[src/assert_macros.svh]
// Assertion shorthands shared by the RTL
`ifndef ASSERT_MACROS_SVH
`define ASSERT_MACROS_SVH

// Same-cycle implication, held off while reset is asserted
`define AST_IMP(label, clk, rst_n, ante, cons) \
	label: assert property (@(posedge clk) disable iff (!(rst_n)) (ante) |-> (cons)) \
		else $error("implication failed");

// Next-cycle implication, held off while reset is asserted
`define AST_NXT(label, clk, rst_n, ante, cons) \
	label: assert property (@(posedge clk) disable iff (!(rst_n)) (ante) |=> (cons)) \
		else $error("next-cycle implication failed");

`endif

[src/dqvd_pkg.sv]
package dqvd_pkg;

	localparam int DEPTH      = 32;
	localparam int DATA_WIDTH = 32;

	localparam int PTR_W  = $clog2(DEPTH);
	localparam int CNT_W  = $clog2(DEPTH + 1);
	localparam int CMD_W  = 4;
	localparam int VAL_W  = 32;
	localparam int DCNT_W = 6;
	localparam int OCC_W  = 6;
	localparam int STAT_W = 2;
	localparam int CMP_W  = (CNT_W > DCNT_W) ? CNT_W : DCNT_W;

	localparam int OFIFO_DEPTH = 3;
	localparam int OFIFO_AW    = $clog2(OFIFO_DEPTH);
	localparam int FILL_W      = $clog2(OFIFO_DEPTH + 1);

	typedef logic [PTR_W-1:0]      ptr_t;
	typedef logic [CNT_W-1:0]      cnt_t;
	typedef logic [DATA_WIDTH-1:0] word_t;

	typedef enum logic [CMD_W-1:0] {
		CMD_PUSH_FRONT = 4'd0,
		CMD_PUSH_BACK  = 4'd1,
		CMD_POP_FRONT  = 4'd2,
		CMD_POP_BACK   = 4'd3,
		CMD_DELETE     = 4'd4,
		CMD_DUMP_ALL   = 4'd5,
		CMD_DUMP_FIRST = 4'd6,
		CMD_DUMP_LAST  = 4'd7,
		CMD_CLEAR      = 4'd8
	} cmd_t;

	typedef enum logic [STAT_W-1:0] {
		ST_OK    = 2'd0,
		ST_FULL  = 2'd1,
		ST_EMPTY = 2'd2
	} status_t;

	typedef enum logic [1:0] {
		S_IDLE,
		S_DUMP,
		S_DEL,
		S_DEL_END
	} fsm_t;

	typedef struct packed {
		logic [VAL_W-1:0]  entry_value;
		logic              entry_valid;
		logic              last;
		logic [OCC_W-1:0]  occupancy;
		logic [STAT_W-1:0] status;
	} res_t;

	typedef struct packed {
		logic  we;
		ptr_t  waddr;
		word_t wdata;
		ptr_t  raddr;
	} ram_req_t;

	typedef struct packed {
		logic idle;
		logic walking;
	} ctl_stat_t;

	// ring position of an offset from the front
	function automatic ptr_t slot(ptr_t base, ptr_t off);
		logic [PTR_W:0] s;
		s = {1'b0, base} + {1'b0, off};
		if (s >= (PTR_W+1)'(DEPTH))
			s = s - (PTR_W+1)'(DEPTH);
		return s[PTR_W-1:0];
	endfunction

	function automatic ptr_t ptr_dec(ptr_t p);
		ptr_t r;
		if (p == '0)
			r = PTR_W'(DEPTH - 1);
		else
			r = p - PTR_W'(1);
		return r;
	endfunction

endpackage

[src/dqvd_chan_if.sv]
interface dqvd_in_if;
	logic                             valid;
	logic                             ready;
	logic [dqvd_pkg::CMD_W-1:0]       cmd;
	logic signed [dqvd_pkg::VAL_W-1:0] value;
	logic [dqvd_pkg::DCNT_W-1:0]      dump_count;

	modport source (output valid, output cmd, output value, output dump_count, input ready);
	modport sink (input valid, input cmd, input value, input dump_count, output ready);
endinterface

interface dqvd_out_if;
	logic                              valid;
	logic                              ready;
	logic signed [dqvd_pkg::VAL_W-1:0] entry_value;
	logic                              entry_valid;
	logic                              last;
	logic [dqvd_pkg::OCC_W-1:0]        occupancy;
	logic [dqvd_pkg::STAT_W-1:0]       status;

	modport source (output valid, output entry_value, output entry_valid, output last,
		output occupancy, output status, input ready);
	modport sink (input valid, input entry_value, input entry_valid, input last,
		input occupancy, input status, output ready);
endinterface

[src/dqvd_ram.sv]
module dqvd_ram #(
	parameter int WIDTH = 32,
	parameter int DEPTH = 32
) (
	input  logic                     clk,
	input  logic                     we,
	input  logic [$clog2(DEPTH)-1:0] waddr,
	input  logic [WIDTH-1:0]         wdata,
	input  logic [$clog2(DEPTH)-1:0] raddr,
	output logic [WIDTH-1:0]         rdata
);

	logic [WIDTH-1:0] mem_q [DEPTH];

	always_ff @(posedge clk) begin
		if (we)
			mem_q[waddr] <= wdata;
		rdata <= mem_q[raddr];
	end

endmodule

[src/dqvd_out_fifo.sv]
module dqvd_out_fifo (
	input  logic                          clk,
	input  logic                          arst_n,
	input  logic                          push,
	input  dqvd_pkg::res_t                din,
	dqvd_out_if.source                    rsp,
	output logic [dqvd_pkg::FILL_W-1:0]   fill
);

	dqvd_pkg::res_t                     mem_q [dqvd_pkg::OFIFO_DEPTH];
	logic [dqvd_pkg::OFIFO_AW-1:0]      wr_q;
	logic [dqvd_pkg::OFIFO_AW-1:0]      rd_q;
	logic [dqvd_pkg::FILL_W-1:0]        fill_q;
	logic                               pop;
	dqvd_pkg::res_t                     head;

	function automatic logic [dqvd_pkg::OFIFO_AW-1:0] wrap_inc(
		logic [dqvd_pkg::OFIFO_AW-1:0] p);
		logic [dqvd_pkg::OFIFO_AW-1:0] r;
		if (p == dqvd_pkg::OFIFO_AW'(dqvd_pkg::OFIFO_DEPTH - 1))
			r = '0;
		else
			r = p + dqvd_pkg::OFIFO_AW'(1);
		return r;
	endfunction

	assign pop  = rsp.valid && rsp.ready;
	assign fill = fill_q;
	assign head = mem_q[rd_q];

	assign rsp.valid       = (fill_q != '0);
	assign rsp.entry_value = head.entry_value;
	assign rsp.entry_valid = head.entry_valid;
	assign rsp.last        = head.last;
	assign rsp.occupancy   = head.occupancy;
	assign rsp.status      = head.status;

	always_ff @(posedge clk) begin
		if (push)
			mem_q[wr_q] <= din;
	end

	always_ff @(posedge clk or negedge arst_n) begin
		if (!arst_n) begin
			wr_q   <= '0;
			rd_q   <= '0;
			fill_q <= '0;
		end else begin
			if (push)
				wr_q <= wrap_inc(wr_q);
			if (pop)
				rd_q <= wrap_inc(rd_q);
			if (push && !pop)
				fill_q <= fill_q + dqvd_pkg::FILL_W'(1);
			else if (pop && !push)
				fill_q <= fill_q - dqvd_pkg::FILL_W'(1);
		end
	end

endmodule

[src/dqvd_ctrl.sv]
module dqvd_ctrl (
	input  logic                        clk,
	input  logic                        arst_n,
	dqvd_in_if.sink                     req,
	input  dqvd_pkg::word_t             rdata,
	input  logic [dqvd_pkg::FILL_W-1:0] fill,
	output dqvd_pkg::ram_req_t          ram,
	output logic                        res_push,
	output dqvd_pkg::res_t              res,
	output dqvd_pkg::ctl_stat_t         stat
);

	dqvd_pkg::fsm_t  state_q, state_d;
	dqvd_pkg::ptr_t  front_q, front_d;
	dqvd_pkg::cnt_t  count_q, count_d;
	dqvd_pkg::ptr_t  off_q, off_d;
	dqvd_pkg::cnt_t  left_q, left_d;
	dqvd_pkg::cnt_t  kept_q, kept_d;
	dqvd_pkg::word_t word_q, word_d;

	logic                          res_vld_s1;
	logic                          res_ram_s1;
	logic                          res_last_s1;
	logic [dqvd_pkg::OCC_W-1:0]    res_occ_s1;
	logic [dqvd_pkg::STAT_W-1:0]   res_stat_s1;
	logic                          del_vld_s1;

	logic                          space;
	logic                          issue;
	logic                          iss_ram;
	logic                          iss_last;
	logic [dqvd_pkg::OCC_W-1:0]    iss_occ;
	dqvd_pkg::status_t             iss_stat;
	logic                          del_rd;
	logic                          push_we;
	dqvd_pkg::ptr_t                push_addr;
	logic                          del_we;
	dqvd_pkg::cnt_t                n_sat;
	dqvd_pkg::cnt_t                n_dump;
	dqvd_pkg::cnt_t                first_off;
	dqvd_pkg::word_t               in_word;

	// credit: everything in flight must fit in the output fifo
	assign space = ({1'b0, fill} + (dqvd_pkg::FILL_W+1)'(res_vld_s1))
		< (dqvd_pkg::FILL_W+1)'(dqvd_pkg::OFIFO_DEPTH);

	assign in_word = dqvd_pkg::word_t'(req.value);

	always_comb begin
		if (dqvd_pkg::CMP_W'(req.dump_count) > dqvd_pkg::CMP_W'(count_q))
			n_sat = count_q;
		else
			n_sat = dqvd_pkg::CNT_W'(req.dump_count);
		if (dqvd_pkg::cmd_t'(req.cmd) == dqvd_pkg::CMD_DUMP_ALL)
			n_dump = count_q;
		else
			n_dump = n_sat;
		first_off = count_q - n_dump;
	end

	always_comb begin
		state_d   = state_q;
		front_d   = front_q;
		count_d   = count_q;
		off_d     = off_q;
		left_d    = left_q;
		word_d    = word_q;
		issue     = 1'b0;
		iss_ram   = 1'b0;
		iss_last  = 1'b1;
		iss_occ   = dqvd_pkg::OCC_W'(count_q);
		iss_stat  = dqvd_pkg::ST_OK;
		del_rd    = 1'b0;
		push_we   = 1'b0;
		push_addr = front_q;
		req.ready = (state_q == dqvd_pkg::S_IDLE) && space;

		// compaction write-back of the entry read last cycle
		del_we = del_vld_s1 && (rdata != word_q);
		kept_d = kept_q + dqvd_pkg::CNT_W'(del_we);

		unique case (state_q)
			dqvd_pkg::S_IDLE: begin
				if (req.valid && space) begin
					word_d = in_word;
					unique case (dqvd_pkg::cmd_t'(req.cmd)) inside
						dqvd_pkg::CMD_PUSH_FRONT: begin
							issue = 1'b1;
							if (count_q == dqvd_pkg::CNT_W'(dqvd_pkg::DEPTH)) begin
								iss_stat = dqvd_pkg::ST_FULL;
							end else begin
								front_d   = dqvd_pkg::ptr_dec(front_q);
								push_we   = 1'b1;
								push_addr = front_d;
								count_d   = count_q + dqvd_pkg::CNT_W'(1);
								iss_occ   = dqvd_pkg::OCC_W'(count_d);
							end
						end
						dqvd_pkg::CMD_PUSH_BACK: begin
							issue = 1'b1;
							if (count_q == dqvd_pkg::CNT_W'(dqvd_pkg::DEPTH)) begin
								iss_stat = dqvd_pkg::ST_FULL;
							end else begin
								push_we   = 1'b1;
								push_addr = dqvd_pkg::slot(front_q,
									count_q[dqvd_pkg::PTR_W-1:0]);
								count_d   = count_q + dqvd_pkg::CNT_W'(1);
								iss_occ   = dqvd_pkg::OCC_W'(count_d);
							end
						end
						dqvd_pkg::CMD_POP_FRONT, dqvd_pkg::CMD_POP_BACK: begin
							issue = 1'b1;
							if (count_q == '0) begin
								iss_stat = dqvd_pkg::ST_EMPTY;
							end else begin
								if (dqvd_pkg::cmd_t'(req.cmd) == dqvd_pkg::CMD_POP_FRONT)
									front_d = dqvd_pkg::slot(front_q, dqvd_pkg::PTR_W'(1));
								count_d = count_q - dqvd_pkg::CNT_W'(1);
								iss_occ = dqvd_pkg::OCC_W'(count_d);
							end
						end
						dqvd_pkg::CMD_DELETE: begin
							kept_d = '0;
							off_d  = '0;
							if (count_q == '0)
								issue = 1'b1;
							else
								state_d = dqvd_pkg::S_DEL;
						end
						dqvd_pkg::CMD_DUMP_ALL, dqvd_pkg::CMD_DUMP_FIRST,
						dqvd_pkg::CMD_DUMP_LAST: begin
							if (n_dump == '0) begin
								issue = 1'b1;
							end else begin
								if (dqvd_pkg::cmd_t'(req.cmd) == dqvd_pkg::CMD_DUMP_LAST)
									off_d = first_off[dqvd_pkg::PTR_W-1:0];
								else
									off_d = '0;
								left_d  = n_dump;
								state_d = dqvd_pkg::S_DUMP;
							end
						end
						dqvd_pkg::CMD_CLEAR: begin
							issue   = 1'b1;
							count_d = '0;
							front_d = '0;
							iss_occ = '0;
						end
						default: begin
							issue = 1'b1;
						end
					endcase
				end
			end
			dqvd_pkg::S_DUMP: begin
				if (space) begin
					issue    = 1'b1;
					iss_ram  = 1'b1;
					iss_last = (left_q == dqvd_pkg::CNT_W'(1));
					off_d    = off_q + dqvd_pkg::PTR_W'(1);
					left_d   = left_q - dqvd_pkg::CNT_W'(1);
					if (left_q == dqvd_pkg::CNT_W'(1))
						state_d = dqvd_pkg::S_IDLE;
				end
			end
			dqvd_pkg::S_DEL: begin
				del_rd = 1'b1;
				off_d  = off_q + dqvd_pkg::PTR_W'(1);
				if (dqvd_pkg::CNT_W'(off_q) + dqvd_pkg::CNT_W'(1) == count_q)
					state_d = dqvd_pkg::S_DEL_END;
			end
			dqvd_pkg::S_DEL_END: begin
				// wait for the last compare to retire before reporting
				if (!del_vld_s1 && space) begin
					issue   = 1'b1;
					count_d = kept_q;
					iss_occ = dqvd_pkg::OCC_W'(kept_q);
					state_d = dqvd_pkg::S_IDLE;
				end
			end
			default: begin
				state_d = dqvd_pkg::S_IDLE;
			end
		endcase

		ram.we    = push_we || del_we;
		ram.waddr = push_we ? push_addr
			: dqvd_pkg::slot(front_q, kept_q[dqvd_pkg::PTR_W-1:0]);
		ram.wdata = push_we ? in_word : rdata;
		ram.raddr = dqvd_pkg::slot(front_q, off_q);
	end

	always_ff @(posedge clk or negedge arst_n) begin
		if (!arst_n) begin
			state_q    <= dqvd_pkg::S_IDLE;
			front_q    <= '0;
			count_q    <= '0;
			off_q      <= '0;
			left_q     <= '0;
			kept_q     <= '0;
			res_vld_s1 <= 1'b0;
			del_vld_s1 <= 1'b0;
		end else begin
			state_q    <= state_d;
			front_q    <= front_d;
			count_q    <= count_d;
			off_q      <= off_d;
			left_q     <= left_d;
			kept_q     <= kept_d;
			res_vld_s1 <= issue;
			del_vld_s1 <= del_rd;
		end
	end

	always_ff @(posedge clk) begin
		word_q      <= word_d;
		res_ram_s1  <= iss_ram;
		res_last_s1 <= iss_last;
		res_occ_s1  <= iss_occ;
		res_stat_s1 <= iss_stat;
	end

	assign res_push        = res_vld_s1;
	assign res.entry_value = res_ram_s1 ? dqvd_pkg::VAL_W'(rdata) : '0;
	assign res.entry_valid = res_ram_s1;
	assign res.last        = res_last_s1;
	assign res.occupancy   = res_occ_s1;
	assign res.status      = res_stat_s1;

	assign stat.idle    = (state_q == dqvd_pkg::S_IDLE);
	assign stat.walking = (state_q == dqvd_pkg::S_DEL);

endmodule

[src/deque_with_value_delete.sv]
// Push, pop, clear and unused codes: the result is registered and then queued in the
// output fifo; a new request may follow every cycle while the output fifo has room.
// Dump of n entries: one entry per cycle while the output fifo has room, one
// memory read each. Delete value: walks the entries, one entry per cycle, then reports (at once when empty).
// Reset (arst_n low) empties the queue; stored words stay undefined until pushed.
`include "assert_macros.svh"

module deque_with_value_delete (
	input  logic       clk,
	input  logic       arst_n,
	dqvd_in_if.sink    req,
	dqvd_out_if.source rsp
);

	dqvd_pkg::ram_req_t          ram;
	dqvd_pkg::word_t             rdata;
	dqvd_pkg::res_t              res;
	dqvd_pkg::ctl_stat_t         stat;
	logic                        res_push;
	logic [dqvd_pkg::FILL_W-1:0] fill;

	dqvd_ram #(
		.WIDTH (dqvd_pkg::DATA_WIDTH),
		.DEPTH (dqvd_pkg::DEPTH)
	) u_ram (
		.clk   (clk),
		.we    (ram.we),
		.waddr (ram.waddr),
		.wdata (ram.wdata),
		.raddr (ram.raddr),
		.rdata (rdata)
	);

	dqvd_ctrl u_ctrl (
		.clk      (clk),
		.arst_n   (arst_n),
		.req      (req),
		.rdata    (rdata),
		.fill     (fill),
		.ram      (ram),
		.res_push (res_push),
		.res      (res),
		.stat     (stat)
	);

	dqvd_out_fifo u_fifo (
		.clk    (clk),
		.arst_n (arst_n),
		.push   (res_push),
		.din    (res),
		.rsp    (rsp),
		.fill   (fill)
	);

	`AST_IMP(a_fifo_bound, clk, arst_n, 1'b1, fill <= dqvd_pkg::FILL_W'(dqvd_pkg::OFIFO_DEPTH))
	`AST_IMP(a_del_no_clash, clk, arst_n, stat.walking && ram.we, ram.waddr != ram.raddr)
	`AST_IMP(a_req_only_idle, clk, arst_n, req.ready, stat.idle)
	`AST_NXT(a_walk_quiet, clk, arst_n, stat.walking, !res_push)

endmodule
[src/flat_wrapper.sv]
// flat-port wrapper written by rule: the top's interface ports become plain ports
module deque_with_value_delete_flat 
  (clk, arst_n, req_valid, req_cmd, req_value, req_dump_count, req_ready, rsp_valid, rsp_entry_value, rsp_entry_valid, rsp_last, rsp_occupancy, rsp_status, rsp_ready);
  dqvd_in_if req_i ();
  dqvd_out_if rsp_i ();
  input  logic clk;
  input  logic arst_n;
  input wire logic [$bits(req_i.valid)-1:0] req_valid;
  input wire logic [$bits(req_i.cmd)-1:0] req_cmd;
  input wire logic [$bits(req_i.value)-1:0] req_value;
  input wire logic [$bits(req_i.dump_count)-1:0] req_dump_count;
  output wire logic [$bits(req_i.ready)-1:0] req_ready;
  output wire logic [$bits(rsp_i.valid)-1:0] rsp_valid;
  output wire logic [$bits(rsp_i.entry_value)-1:0] rsp_entry_value;
  output wire logic [$bits(rsp_i.entry_valid)-1:0] rsp_entry_valid;
  output wire logic [$bits(rsp_i.last)-1:0] rsp_last;
  output wire logic [$bits(rsp_i.occupancy)-1:0] rsp_occupancy;
  output wire logic [$bits(rsp_i.status)-1:0] rsp_status;
  input wire logic [$bits(rsp_i.ready)-1:0] rsp_ready;
  assign req_i.valid = req_valid;
  assign req_i.cmd = req_cmd;
  assign req_i.value = req_value;
  assign req_i.dump_count = req_dump_count;
  assign req_ready = req_i.ready;
  assign rsp_valid = rsp_i.valid;
  assign rsp_entry_value = rsp_i.entry_value;
  assign rsp_entry_valid = rsp_i.entry_valid;
  assign rsp_last = rsp_i.last;
  assign rsp_occupancy = rsp_i.occupancy;
  assign rsp_status = rsp_i.status;
  assign rsp_i.ready = rsp_ready;
  deque_with_value_delete u_core (.clk(clk), .arst_n(arst_n), .req(req_i), .rsp(rsp_i));
endmodule
[config.mk]
export PLATFORM = sky130hd
export DESIGN_NAME = deque_with_value_delete_flat
export DESIGN_NICKNAME = d
export VERILOG_FILES = /design/src/dqvd_pkg.sv /design/src/dqvd_chan_if.sv /design/src/dqvd_ram.sv /design/src/dqvd_out_fifo.sv /design/src/dqvd_ctrl.sv /design/src/deque_with_value_delete.sv /design/src/flat_wrapper.sv
export VERILOG_INCLUDE_DIRS = /design/src /design/src/src
export SDC_FILE = /design/constraint.sdc
export NUM_CORES = 1
export LEC_CHECK = 0
export BUFFER_PORTS_ARGS = -buffer_cell sky130_fd_sc_hd__buf_2
export CAP_MARGIN = 20
export CORE_MARGIN = 3
export CORE_UTILIZATION = 50
export DETAILED_ROUTE_END_ITERATION = 10
export PLACE_DENSITY = 0.66
export SLEW_MARGIN = 10
export SYNTH_ARGS = -nofsm -noshare
export SYNTH_HDL_FRONTEND = slang
export SYNTH_SLANG_ARGS = --single-unit
[constraint.sdc]
create_clock -name clk -period 6.9 [get_ports clk]
set_clock_uncertainty 0.1 [all_clocks]
set_input_delay 0.345 -clock clk [delete_from_list [all_inputs] [get_ports clk]]
set_output_delay 0.345 -clock clk [all_outputs]
set_load 0.005 [all_outputs]
Word-level counts from Yosys, hierarchy flattened
Memory sizes are Yosys's and may differ from the RTL's. A register that Yosys moved wholly into a read port is not among the register bits.
Index checks and enable logic that the tools add are counted.
Storage, ports and cells
  output and inout bits: 44
  bits in registers: 80
  memories kept: 2
  memory bits (writable): 1150
  latch bits: 0
  word-level logic and storage cells: 174
  memory bits (read-only): 0
Memory list
  u_core.u_ram.mem_q: depth 32, width 32, read ports 1, clocked after memory_dff 1, write ports 1, RTL line dqvd_ram.sv:13  | logic [WIDTH-1:0] mem_q [DEPTH];
  u_core.u_fifo.mem_q: depth 3, width 42, read ports 1, clocked after memory_dff 0, write ports 1, RTL line dqvd_out_fifo.sv:10  | dqvd_pkg::res_t mem_q [dqvd_pkg::OFIFO_DEPTH];
Cells by class
  multiplexer cells: 70
  bitwise logic cells: 0
  add/sub/neg operators: 21
  reductions and logical operators: 30
  equal/unequal tests: 29
  div/mod/pow operators: 0
  shift operators: 0
  order comparisons: 6
  $mul: 0
Operators with widths (count)
  $mux W5: 16
  $mux W6: 13
  $mux W32: 2
  $ne A32 B32 Y1: 1
  $pmux W5 S3: 2
  $sub A5 B1 Y5 const B: 5
  $ge A6 B6 Y1 const B: 4
  $mux W2: 12
  $pmux W6 S2: 2
  $pmux W5 S2: 2
  $add A5 B5 Y6: 3
  $ne A2 B2 Y1 const B: 9
  $pmux W6 S3: 1
  $eq A4 B3 Y1 const B: 4
  $mux W1: 15
  $reduce_and A5 Y1: 3
  $add A5 B1 Y6 const B: 2
  $logic_not A6 Y1: 2
  $sub A6 B1 Y6 const B: 2
  $ne A3 B3 Y1 const B: 3
  $eq A2 B2 Y1 const B: 4
  $eq A4 B2 Y1 const B: 2
  $pmux W2 S2: 2
  $pmux W2 S4: 1
  other kinds (29): 44

Logic depth before layout (Yosys ltp)
Gate-level depths: netlist of the first run.
  depth after elaboration: 9
  gate-level depth with buffers: 16
  gate-level depth less buffers: 15

By module
From an unflattened synthesis of the first run, not the netlist that was laid out.
Unflattened totals
  cell total of the unflattened synthesis: 3132
  area, all modules: 51066.5 sq um
By module, submodules not included
  dqvd_ram: area each 40492.6 sq um, cells an instance 2260, seq. area each 31390.1 sq um, times used 1
  dqvd_ctrl: area each 5590.4 sq um, cells an instance 581, seq. area each 1961.9 sq um, times used 1
  dqvd_out_fifo: area each 4983.5 sq um, cells an instance 291, seq. area each 3933.8 sq um, times used 1

Worst setup path before layout of the first run
No wires, ideal clock.
  path kind: register to register
  from: register u_core.u_fifo.fill_q, in the netlist u_core.u_fifo.fill[0]
  to: memory u_core.u_ram.mem_q[26][0], in the netlist u_core.u_ram.mem_q[13][0], enable pin
  slack: 1.900 ns
  required time: 6.379 ns
  clock period less this slack: 5.000 ns
  cell stages (with the launch flop): 12
  data arrival time: 4.479 ns
  path buffers: 1
  cell sequence: dfrtp_1 -> ha_1 -> ha_1 -> a21oi_2 -> nand3_1 -> inv_1 -> nand2_1 -> buf_2 -> nand2_1 -> o21ai_1 -> or2_2 -> nor2_1
On the way
  cells in the longest elaborated chain, start to end: 8
  elaborated cells between the ends (all ways): 11
  those cells by class: 1 x add/sub; 1 x order compare; 7 x mux; 2 x reduce/logical
RTL lines
  from (decl): RTL line dqvd_out_fifo.sv:13  | logic [dqvd_pkg::FILL_W-1:0] fill_q;
  from (signal assigned): RTL line dqvd_out_fifo.sv:54  | fill_q <= fill_q + dqvd_pkg::FILL_W'(1);
  from (signal assigned): RTL line dqvd_out_fifo.sv:56  | fill_q <= fill_q - dqvd_pkg::FILL_W'(1);
  $add A2 B1 Y3 (*): RTL line dqvd_ctrl.sv:44  | assign space = ({1'b0, fill} + (dqvd_pkg::FILL_W+1)'(res_vld_s1))
  $lt A3 B2 Y1 (*): RTL line dqvd_ctrl.sv:45  | < (dqvd_pkg::FILL_W+1)'(dqvd_pkg::OFIFO_DEPTH);
  $logic_and A1 B1 Y1 (*): RTL line dqvd_ctrl.sv:84  | if (req.valid && space) begin
  $mux W1: RTL line dqvd_ctrl.sv:84
  $mux W1: RTL line dqvd_ctrl.sv:82  | unique case (state_q)
  $logic_or A1 B1 Y1: RTL line dqvd_ctrl.sv:186  | ram.we = push_we || del_we;
  $mux W1: RTL line dqvd_ram.sv:16  | if (we)
  $mux W1 (not written as such): RTL line dqvd_ram.sv:17  | mem_q[waddr] <= wdata;
  to (decl): RTL line dqvd_ram.sv:13
Mark *: on every way between the ends. The rest lies on a longest branch, timed or not.

Worst setup path in the final report of the first run
  from: register u_core.u_fifo.fill_q, in the netlist u_core.u_fifo.fill[0]
  to: memory u_core.u_ram.mem_q[30][28], in the netlist u_core.u_ram.mem_q[15][28], enable pin
The elaborated chain is that of the path after synthesis.

==> results of run 1 <==
==> worst reg2reg max path, stage by stage, from the launching register on <==
cell      delay, ns
dfrtp_1        0.43
ha_1           0.23
ha_1           0.31
a21oi_2        0.36
nand3_1        0.39
nor2_4         0.89
o211ai_1       0.26
a32oi_2        0.35
nand2b_1       0.59
nor2_4         1.05
==> flip-flops by register name, indices dropped and copies added, names as in the netlist <==
signal / flops
u_core.u_ctrl.front_q: 5
u_core.u_ram.mem_q: 1024
u_core.u_ctrl.del_vld_s1: 1
u_core.u_fifo.rd_q: 2
u_core.u_fifo.fill: 2
u_core.u_ctrl.res_stat_s1: 2
u_core.u_fifo.mem_q: 126
u_core.u_ctrl.kept_q: 6
u_core.u_ctrl.res_last_s1: 1
u_core.u_ram.rdata: 32
u_core.u_ctrl.word_q: 32
u_core.u_ctrl.res_occ_s1: 6
u_core.u_ctrl.res_ram_s1: 1
u_core.u_ctrl.count_q: 6
u_core.u_ctrl.res_push: 1
u_core.u_ctrl.off_q: 5
u_core.u_ctrl.left_q: 6
u_core.u_ctrl.state_q: 2
u_core.u_fifo.wr_q: 2
==> final cells by class <==
cell class | count | area share, %
multi-input combinational | 1470 | 22.2
tap | 1287 | 2.78
timing repair buffer | 199 | 3.29
sequential | 1262 | 64.5
antenna | 1 | 0.00433
clock inverter | 72 | 0.989
inverter | 22 | 0.143
clock buffer | 166 | 6.10
==> what timing repair did <==
action	in CTS	in global routing
endpoints found under the hold margin	81	0
resized for setup	0	0
hold buffers	38	0
==> layer usage <==
layer	vias to the layer above	routed length, um	GRT usage [%]
met1	14400	51900	37.3
met2	1638	58500	37.0
met5	-	0	0
met3	165	15600	6.10
li1	11700	-	-
met4	0	2580	6.27
==> worst paths after layout <==
kind,from,to,slack [ns],depth (start not counted)
worst max register to register,u_core.u_fifo.fill[0],u_core.u_ram.mem_q[15][28],1.52,9
worst min register to register,u_core.u_ctrl.res_occ_s1[2],u_core.u_fifo.mem_q[1][4],0.36,0
min in group asynchronous,arst_n,u_core.u_ctrl.count_q[3],0.24,2
worst max-delay path,u_core.u_fifo.fill[0],u_core.u_ram.mem_q[15][28],1.52,9
worst min-delay path,req_cmd[2],u_core.u_ctrl.front_q[3],0.06,4
max in group asynchronous,arst_n,u_core.u_fifo.rd_q[0],5.78,2
==> metrics by stage <==
step / hold slack (ns) / utilization [%] / setup WS, ns / cells / instance area, um2
after floorplan: -0.0506 / - / 1.90 / 2901 / 50500
after global placement: 0.325 / 53.1 / 1.71 / 4174 / 52700
after detailed placement: 0.343 / 53.5 / 1.54 / 4191 / 53100
after CTS: 0.00664 / 58.0 / 1.53 / 4467 / 57600
after global routing: 0.0536 / 58.2 / 1.32 / 4479 / 57800
final: 0.0578 / 58.2 / 1.52 / 4479 / 57800
==> cells by family after synthesis <==
logic type,count (synthesis),share of synthesized area [%]
AND/OR/NAND/NOR,834,7.28
adder cells (fa/ha/maj),44,1.15
AO/OA/AOI/OAI,221,2.75
buffers and inverters,169,1.36
multiplexers,307,12.4
XOR/XNOR,64,1.11
flip-flops,1262,73.9
==> placed cells by master (no fill, tap or decap), drive strengths merged, types with 40 or more instances in the layout <==
cell type and instances:
buf 161, clkbuf 166, clkinv 57, dfxtp 42, edfxtp 1182, ha 40
mux2i 47, mux4 256, nand2 469, nand3 182, nor2 65, o21ai 100
xnor2 49
==> summary.md, run 1 <==
In the final layout, the multi-input gates occupy 12800 um2. Sequential fraction of the synthesis area: 73.9%. The run finished with clean final reports.

The floorplan has 115 rows. For the number of buffers on the longest clock path, the log shows 3. The logs give 11 for the initial antenna violation count and 24.9% for the overall fraction of global-route tracks in use.

The tools report the routed wire length as 129000 um. After detailed routing, the number of remaining DRC violations is 0. The average footprint of a synthesized cell works out to 17.4 um2. The net count after synthesis is 2991. Dividing the detail-routed wire length by the instance count gives 28.7 um.

In the routed layout, each cell is associated on average with a via count of 6.23. The first routing iteration left 4284 violations. For this configuration, the core starts out at a cell density of 50.8%. The number of nets in the final layout was 3175. In this design, the largest share of critical-path delay is due to simple AND/OR/NAND/NOR gates.

Clock tree synthesis found a total of 1262 sinks. By count the netlist is led by edfxtp_1, nand2_1, mux4_2. The required time at the endpoint of the critical path came out at 7.13 ns. The kind of start point of the critical path was a register. Slowest cell on the critical path: nor2_4. For this block, the via count after detailed routing is 27900. The worst path in the final design needs a cycle of 5.38 ns, including I/O delays and setup. After synthesis, the cell types taking the most area are edfxtp_1, mux4_2, nand2_1. Share of the synthesized area in the top cell type: 70.4%.

The tightest min-delay check is of the in2reg type. The delay of the slowest cell on the worst path works out to 1.04 ns. The most instantiated flip-flop cell in the synthesis netlist was edfxtp_1. Number of clock buffers inserted by TritonCTS: 130. The tools report the final number of max-transition violations as 0.

From left edge to right edge, the die measures 324 um. For the post-CTS setup buffer count, the log shows 0. Traced cell by cell, the critical path runs through ha_1 -> ha_1 -> a21oi_2 -> nand3_1 -> nor2_4 -> o211ai_1 -> a32oi_2 -> nand2b_1 -> nor2_4.

The logs give 0 for the final-report hold violation count and 7228 for the filler cell count in the final layout. The actual transition at the worst max-transition pin was 1.16 ns. Based on the critical path, the design can be clocked at up to 186 MHz. The tool flagged a number of max-cap violations equal to 0.

The logs give 6 for the length of the first detailed-routing pass in iterations and 4 for the maximum level of the CTS H-tree. The worst setup path is of the reg2reg kind. Once detail routing completed, the nets flagged for antenna violations numbered 0. Clock insertion delay at the later pin of the skew report: 0.72 ns. Setup violations remaining at the end of the flow were counted as 0. The run gives 2901 as the gate count of the mapped netlist.

Flip-flop and latch count after synthesis: 1262. Along the worst path, the maximum fanout reaches 39. The area overhead of the layout relative to synthesis was 14.6%; the buffers plus inverters on the worst setup path was 0.

The run gives 129 as the pin count of the biggest net entering global routing. Summing all flip-flop and latch instances after layout gives 37300 um2. Yosys mapped a number of flops with a built-in enable equal to 1182.

The clock-pin slew reported for the worst setup and hold paths after clock tree synthesis came out at 0.06 ns. For this run, asynchronously set or reset flops after synthesis account for 3.01%. The largest total area in the synthesized netlist belongs to edfxtp_1. During placement, the flow inserted port buffers numbering 89. The global-route wire length before repair was 188000 um; the count of cell types in the netlist was 67. After routing, the total negative slack on setup checks comes to 0 ns.

The number of global-route vias before repair was 27400. Measured against its own limit, the worst slew margin works out to 22.4%. CTS placed an instance of clkbuf_16 at the clock tree root.

Detailed placement ended at an HPWL of 79600 um. Setup repair after global routing left no endpoint under its margin. The data arrival time of the critical path came out at 5.61 ns. The die height works out to 324 um. The core region is 99300 um2. The boundary pin count was 90. The dominant cell by count in the synthesized netlist was edfxtp_1. The die footprint is 105000 um2, and the post-synthesis cell area is 50500 um2.

Of the available clock period, the critical path in the final layout requires 78.0%. For the warning count from the yosys run, the log shows 0. The worst setup path is captured at a register. The post-route netlist has 20.8% of its cells at a drive strength greater than 1. The total congestion overflow after global routing is 0, and the global placement routability congestion is 0.895.

TritonCTS built the clock tree.
Power of run 1 is left out: the tool's default activity adds up to more than one toggle a clock period on the data nets, which glitch-free logic cannot reach.
==> inputs of run 2 (changes only) <==
==> constraint.sdc (replaced) <==
create_clock -name clk -period 5.3 [get_ports clk]
set_clock_uncertainty 0.1 [all_clocks]
set_input_delay 0.265 -clock clk [delete_from_list [all_inputs] [get_ports clk]]
set_output_delay 0.265 -clock clk [all_outputs]
set_load 0.005 [all_outputs]
==> summary.md, run 2 (same netlist as run 1, synthesis figures left out) <==
The maximum level of the CTS H-tree was 3 (was 4); the total negative slack for setup checks was 0 ns (unchanged). Total congestion overflow after global routing: 0 (unchanged). The post-CTS setup buffer count is 0 (unchanged). The count of max-cap constraint violations was 0 (unchanged); the global-route wire length before repair was 186000 um (was 188000 um). The placeable core region came out at 99300 um2 (unchanged). The flow ran to the end, and the final reports show no timing, DRC or antenna violations. Top Registers: u_core.u_ram.mem_q: 1024 flops, u_core.u_fifo.mem_q: 126 flops (unchanged). The quantity of gates resized following cts was 0 (unchanged).

The tools report the detailed placement HPWL as 80200 um (was 79600 um). The run gives 24.3% (was 24.9%) as the overall fraction of global-route tracks in use. The average routed wire per standard cell came out at 28.0 um (was 28.7 um).

The actual transition at the worst max-transition pin was 1.05 ns (was 1.16 ns); the horizontal die dimension was 324 um (unchanged). The tools report the worst hold margin as 0.0843 ns (was 0.0578 ns). For the pin count of the biggest net entering global routing, the log shows 129 (unchanged).

The length of the first detailed-routing pass in iterations is 6 (unchanged). The required time at the endpoint of the critical path is 5.60 ns (was 7.13 ns), and the cell area after placement is 53400 um2 (was 53100 um2). The run gives 90 (unchanged) as the boundary pin count. The post-layout instance area was 57700 um2 (was 57800 um2); the headroom to the max-slew limit was 30.0% (was 22.4%). The number of clock sinks came out at 1262 (unchanged).

The final-report hold violation count was 0 (unchanged); the fraction of final layout cells sized beyond drive strength 1 was 21.2% (was 20.8%). The number of nets in the final layout came out at 3201 (was 3175). The tools report the clock tree root driver cell as clkbuf_16 (unchanged).

The most common library cell in the layout ignoring fill and taps was edfxtp_1 (unchanged). The logs give 50.8% (unchanged) for the effective utilization at floorplan and 5 (was 11) for the initial antenna violation count. The run gives 7345 (was 7228) as the filler cell count in the final layout. Setup repair after global routing left no endpoint under its margin. Number of global-route vias before repair: 27800 (was 27400). The tools report the critical path endpoint category as a register (unchanged). The logs give 0 (unchanged) for the residual DRC count and 58.1% (was 58.2%) for the final core utilization. The total of buffers placed on input and output ports is 89 (unchanged), and the number of vias per cell is 6.11 (was 6.23). The global placement routability congestion was 0.904 (was 0.895). The final critical-path required period was 4.85 ns (was 5.38 ns); the final number of max-transition violations was 0 (unchanged).

The kind of start point of the critical path was a register (unchanged). The via count of the routed design is 27500 (was 27900), and the final critical-path share of the clock period is 91.5% (was 78.0%). The number of clock buffers inserted by TritonCTS was 120 (was 130); the top fanout value on the critical path was 19 (was 39).

The die height is 324 um (unchanged). The clock insertion delay at the later pin of the skew report is 0.72 ns (about the same), and the clock-pin slew reported for the worst setup and hold paths after clock tree synthesis is 0.06 ns (about the same). The final number of setup-violating endpoints was 0 (unchanged).

The number of flip-flops in the largest register is 1024 (unchanged). Number of violations reported at the end of detailed-routing iteration 0: 3148 (was 4284). Register bank with the most flops: u_core.u_ram.mem_q (unchanged). TritonCTS built the clock tree.

The data arrival time of the critical path was 5.15 ns (was 5.61 ns); the area overhead of the layout relative to synthesis was 14.3% (was 14.6%). Category of the critical setup timing path: reg2reg (unchanged). The logs give 3 (unchanged) for the number of buffers on the longest clock path and 126000 um (was 129000 um) for the routed wire length. The run gives 115 (unchanged) as the floorplan row count. For the die footprint, the log shows 105000 um2 (unchanged). The run gives 0 (unchanged) as the remaining number of nets flagged by the antenna check after routing. For the maximum frequency from static timing analysis, the log shows 206 MHz (was 186 MHz).

Top library cells by usage in the layout, fill and taps aside: edfxtp_1, nand2_1, mux4_2 (unchanged). Path class of the lowest-slack min-delay path: in2reg (unchanged). The hold-fix buffer count after cts was 42 (was 38).
==> run 2: cell count changes in the layout (fill, tap and decap cells not counted), sizes merged <==
cell,delta
buf,+32
bufinv,+4
clkbuf,-27
clkinv,+13
clkinvlp,-2
diode,+1
dlygate4sd3,+4
inv,-2
==> run 2: critical path, stage by stage (launching register included) <==
cell and delay [ns]:
dfrtp_1 0.43, ha_1 0.22, ha_1 0.30, a21oi_2 0.33, nand3_1 0.42, inv_2 0.17
nand2_2 0.25, a211o_1 0.35, a32oi_2 0.39, nand2_1 0.60, nor2_4 0.73, buf_12 0.25
==> run 2: final cells by class <==
type	count	area, um2	area share [%]
Multi-Input combinational cell	1470	12800	22.2
Timing Repair Buffer	235	2080	3.61
Inverter	22	82.6	0.143
Tap cell	1287	1610	2.79
Sequential cell	1262	37300	64.6
Clock buffer	139	3070	5.33
Clock inverter	85	712	1.23
Antenna cell	2	5.00	0.00868
==> run 2: worst paths after layout <==
path,startpoint,endpoint,slack [ns],cells after the start
max,u_core.u_fifo.fill[0],u_core.u_ram.mem_q[5][16],0.45,11
min,req_cmd[3],u_core.u_ctrl.res_stat_s1[0],0.08,3
max reg2reg,u_core.u_fifo.fill[0],u_core.u_ram.mem_q[5][16],0.45,11
min reg2reg,u_core.u_ctrl.res_last_s1,u_core.u_fifo.mem_q[2][8],0.36,0
max in group asynchronous,arst_n,u_core.u_fifo.rd_q[1],4.28,2
min in group asynchronous,arst_n,u_core.u_ctrl.count_q[0],0.17,2
==> run 2: per-stage QoR <==
stage	setup slack, ns	cells
finish	0.451	4502
global route	0.255	4500
global placement	0.653	4227
detailed placement	0.544	4228
floorplan	0.300	2901
CTS	0.528	4494
==> run 2: layer usage <==
| metal | track usage, % | share of wire, % | vias up |
|---|---|---|---|
| met1 | 34.6 | 41 | 14300 |
| met5 | 0 | 0 | - |
| li1 | - | - | 11800 |
| met4 | 6.75 | 2.8 | 0 |
| met3 | 6.20 | 10 | 209 |
| met2 | 37.9 | 47 | 1241 |
Power of run 2 is left out for the same reason.
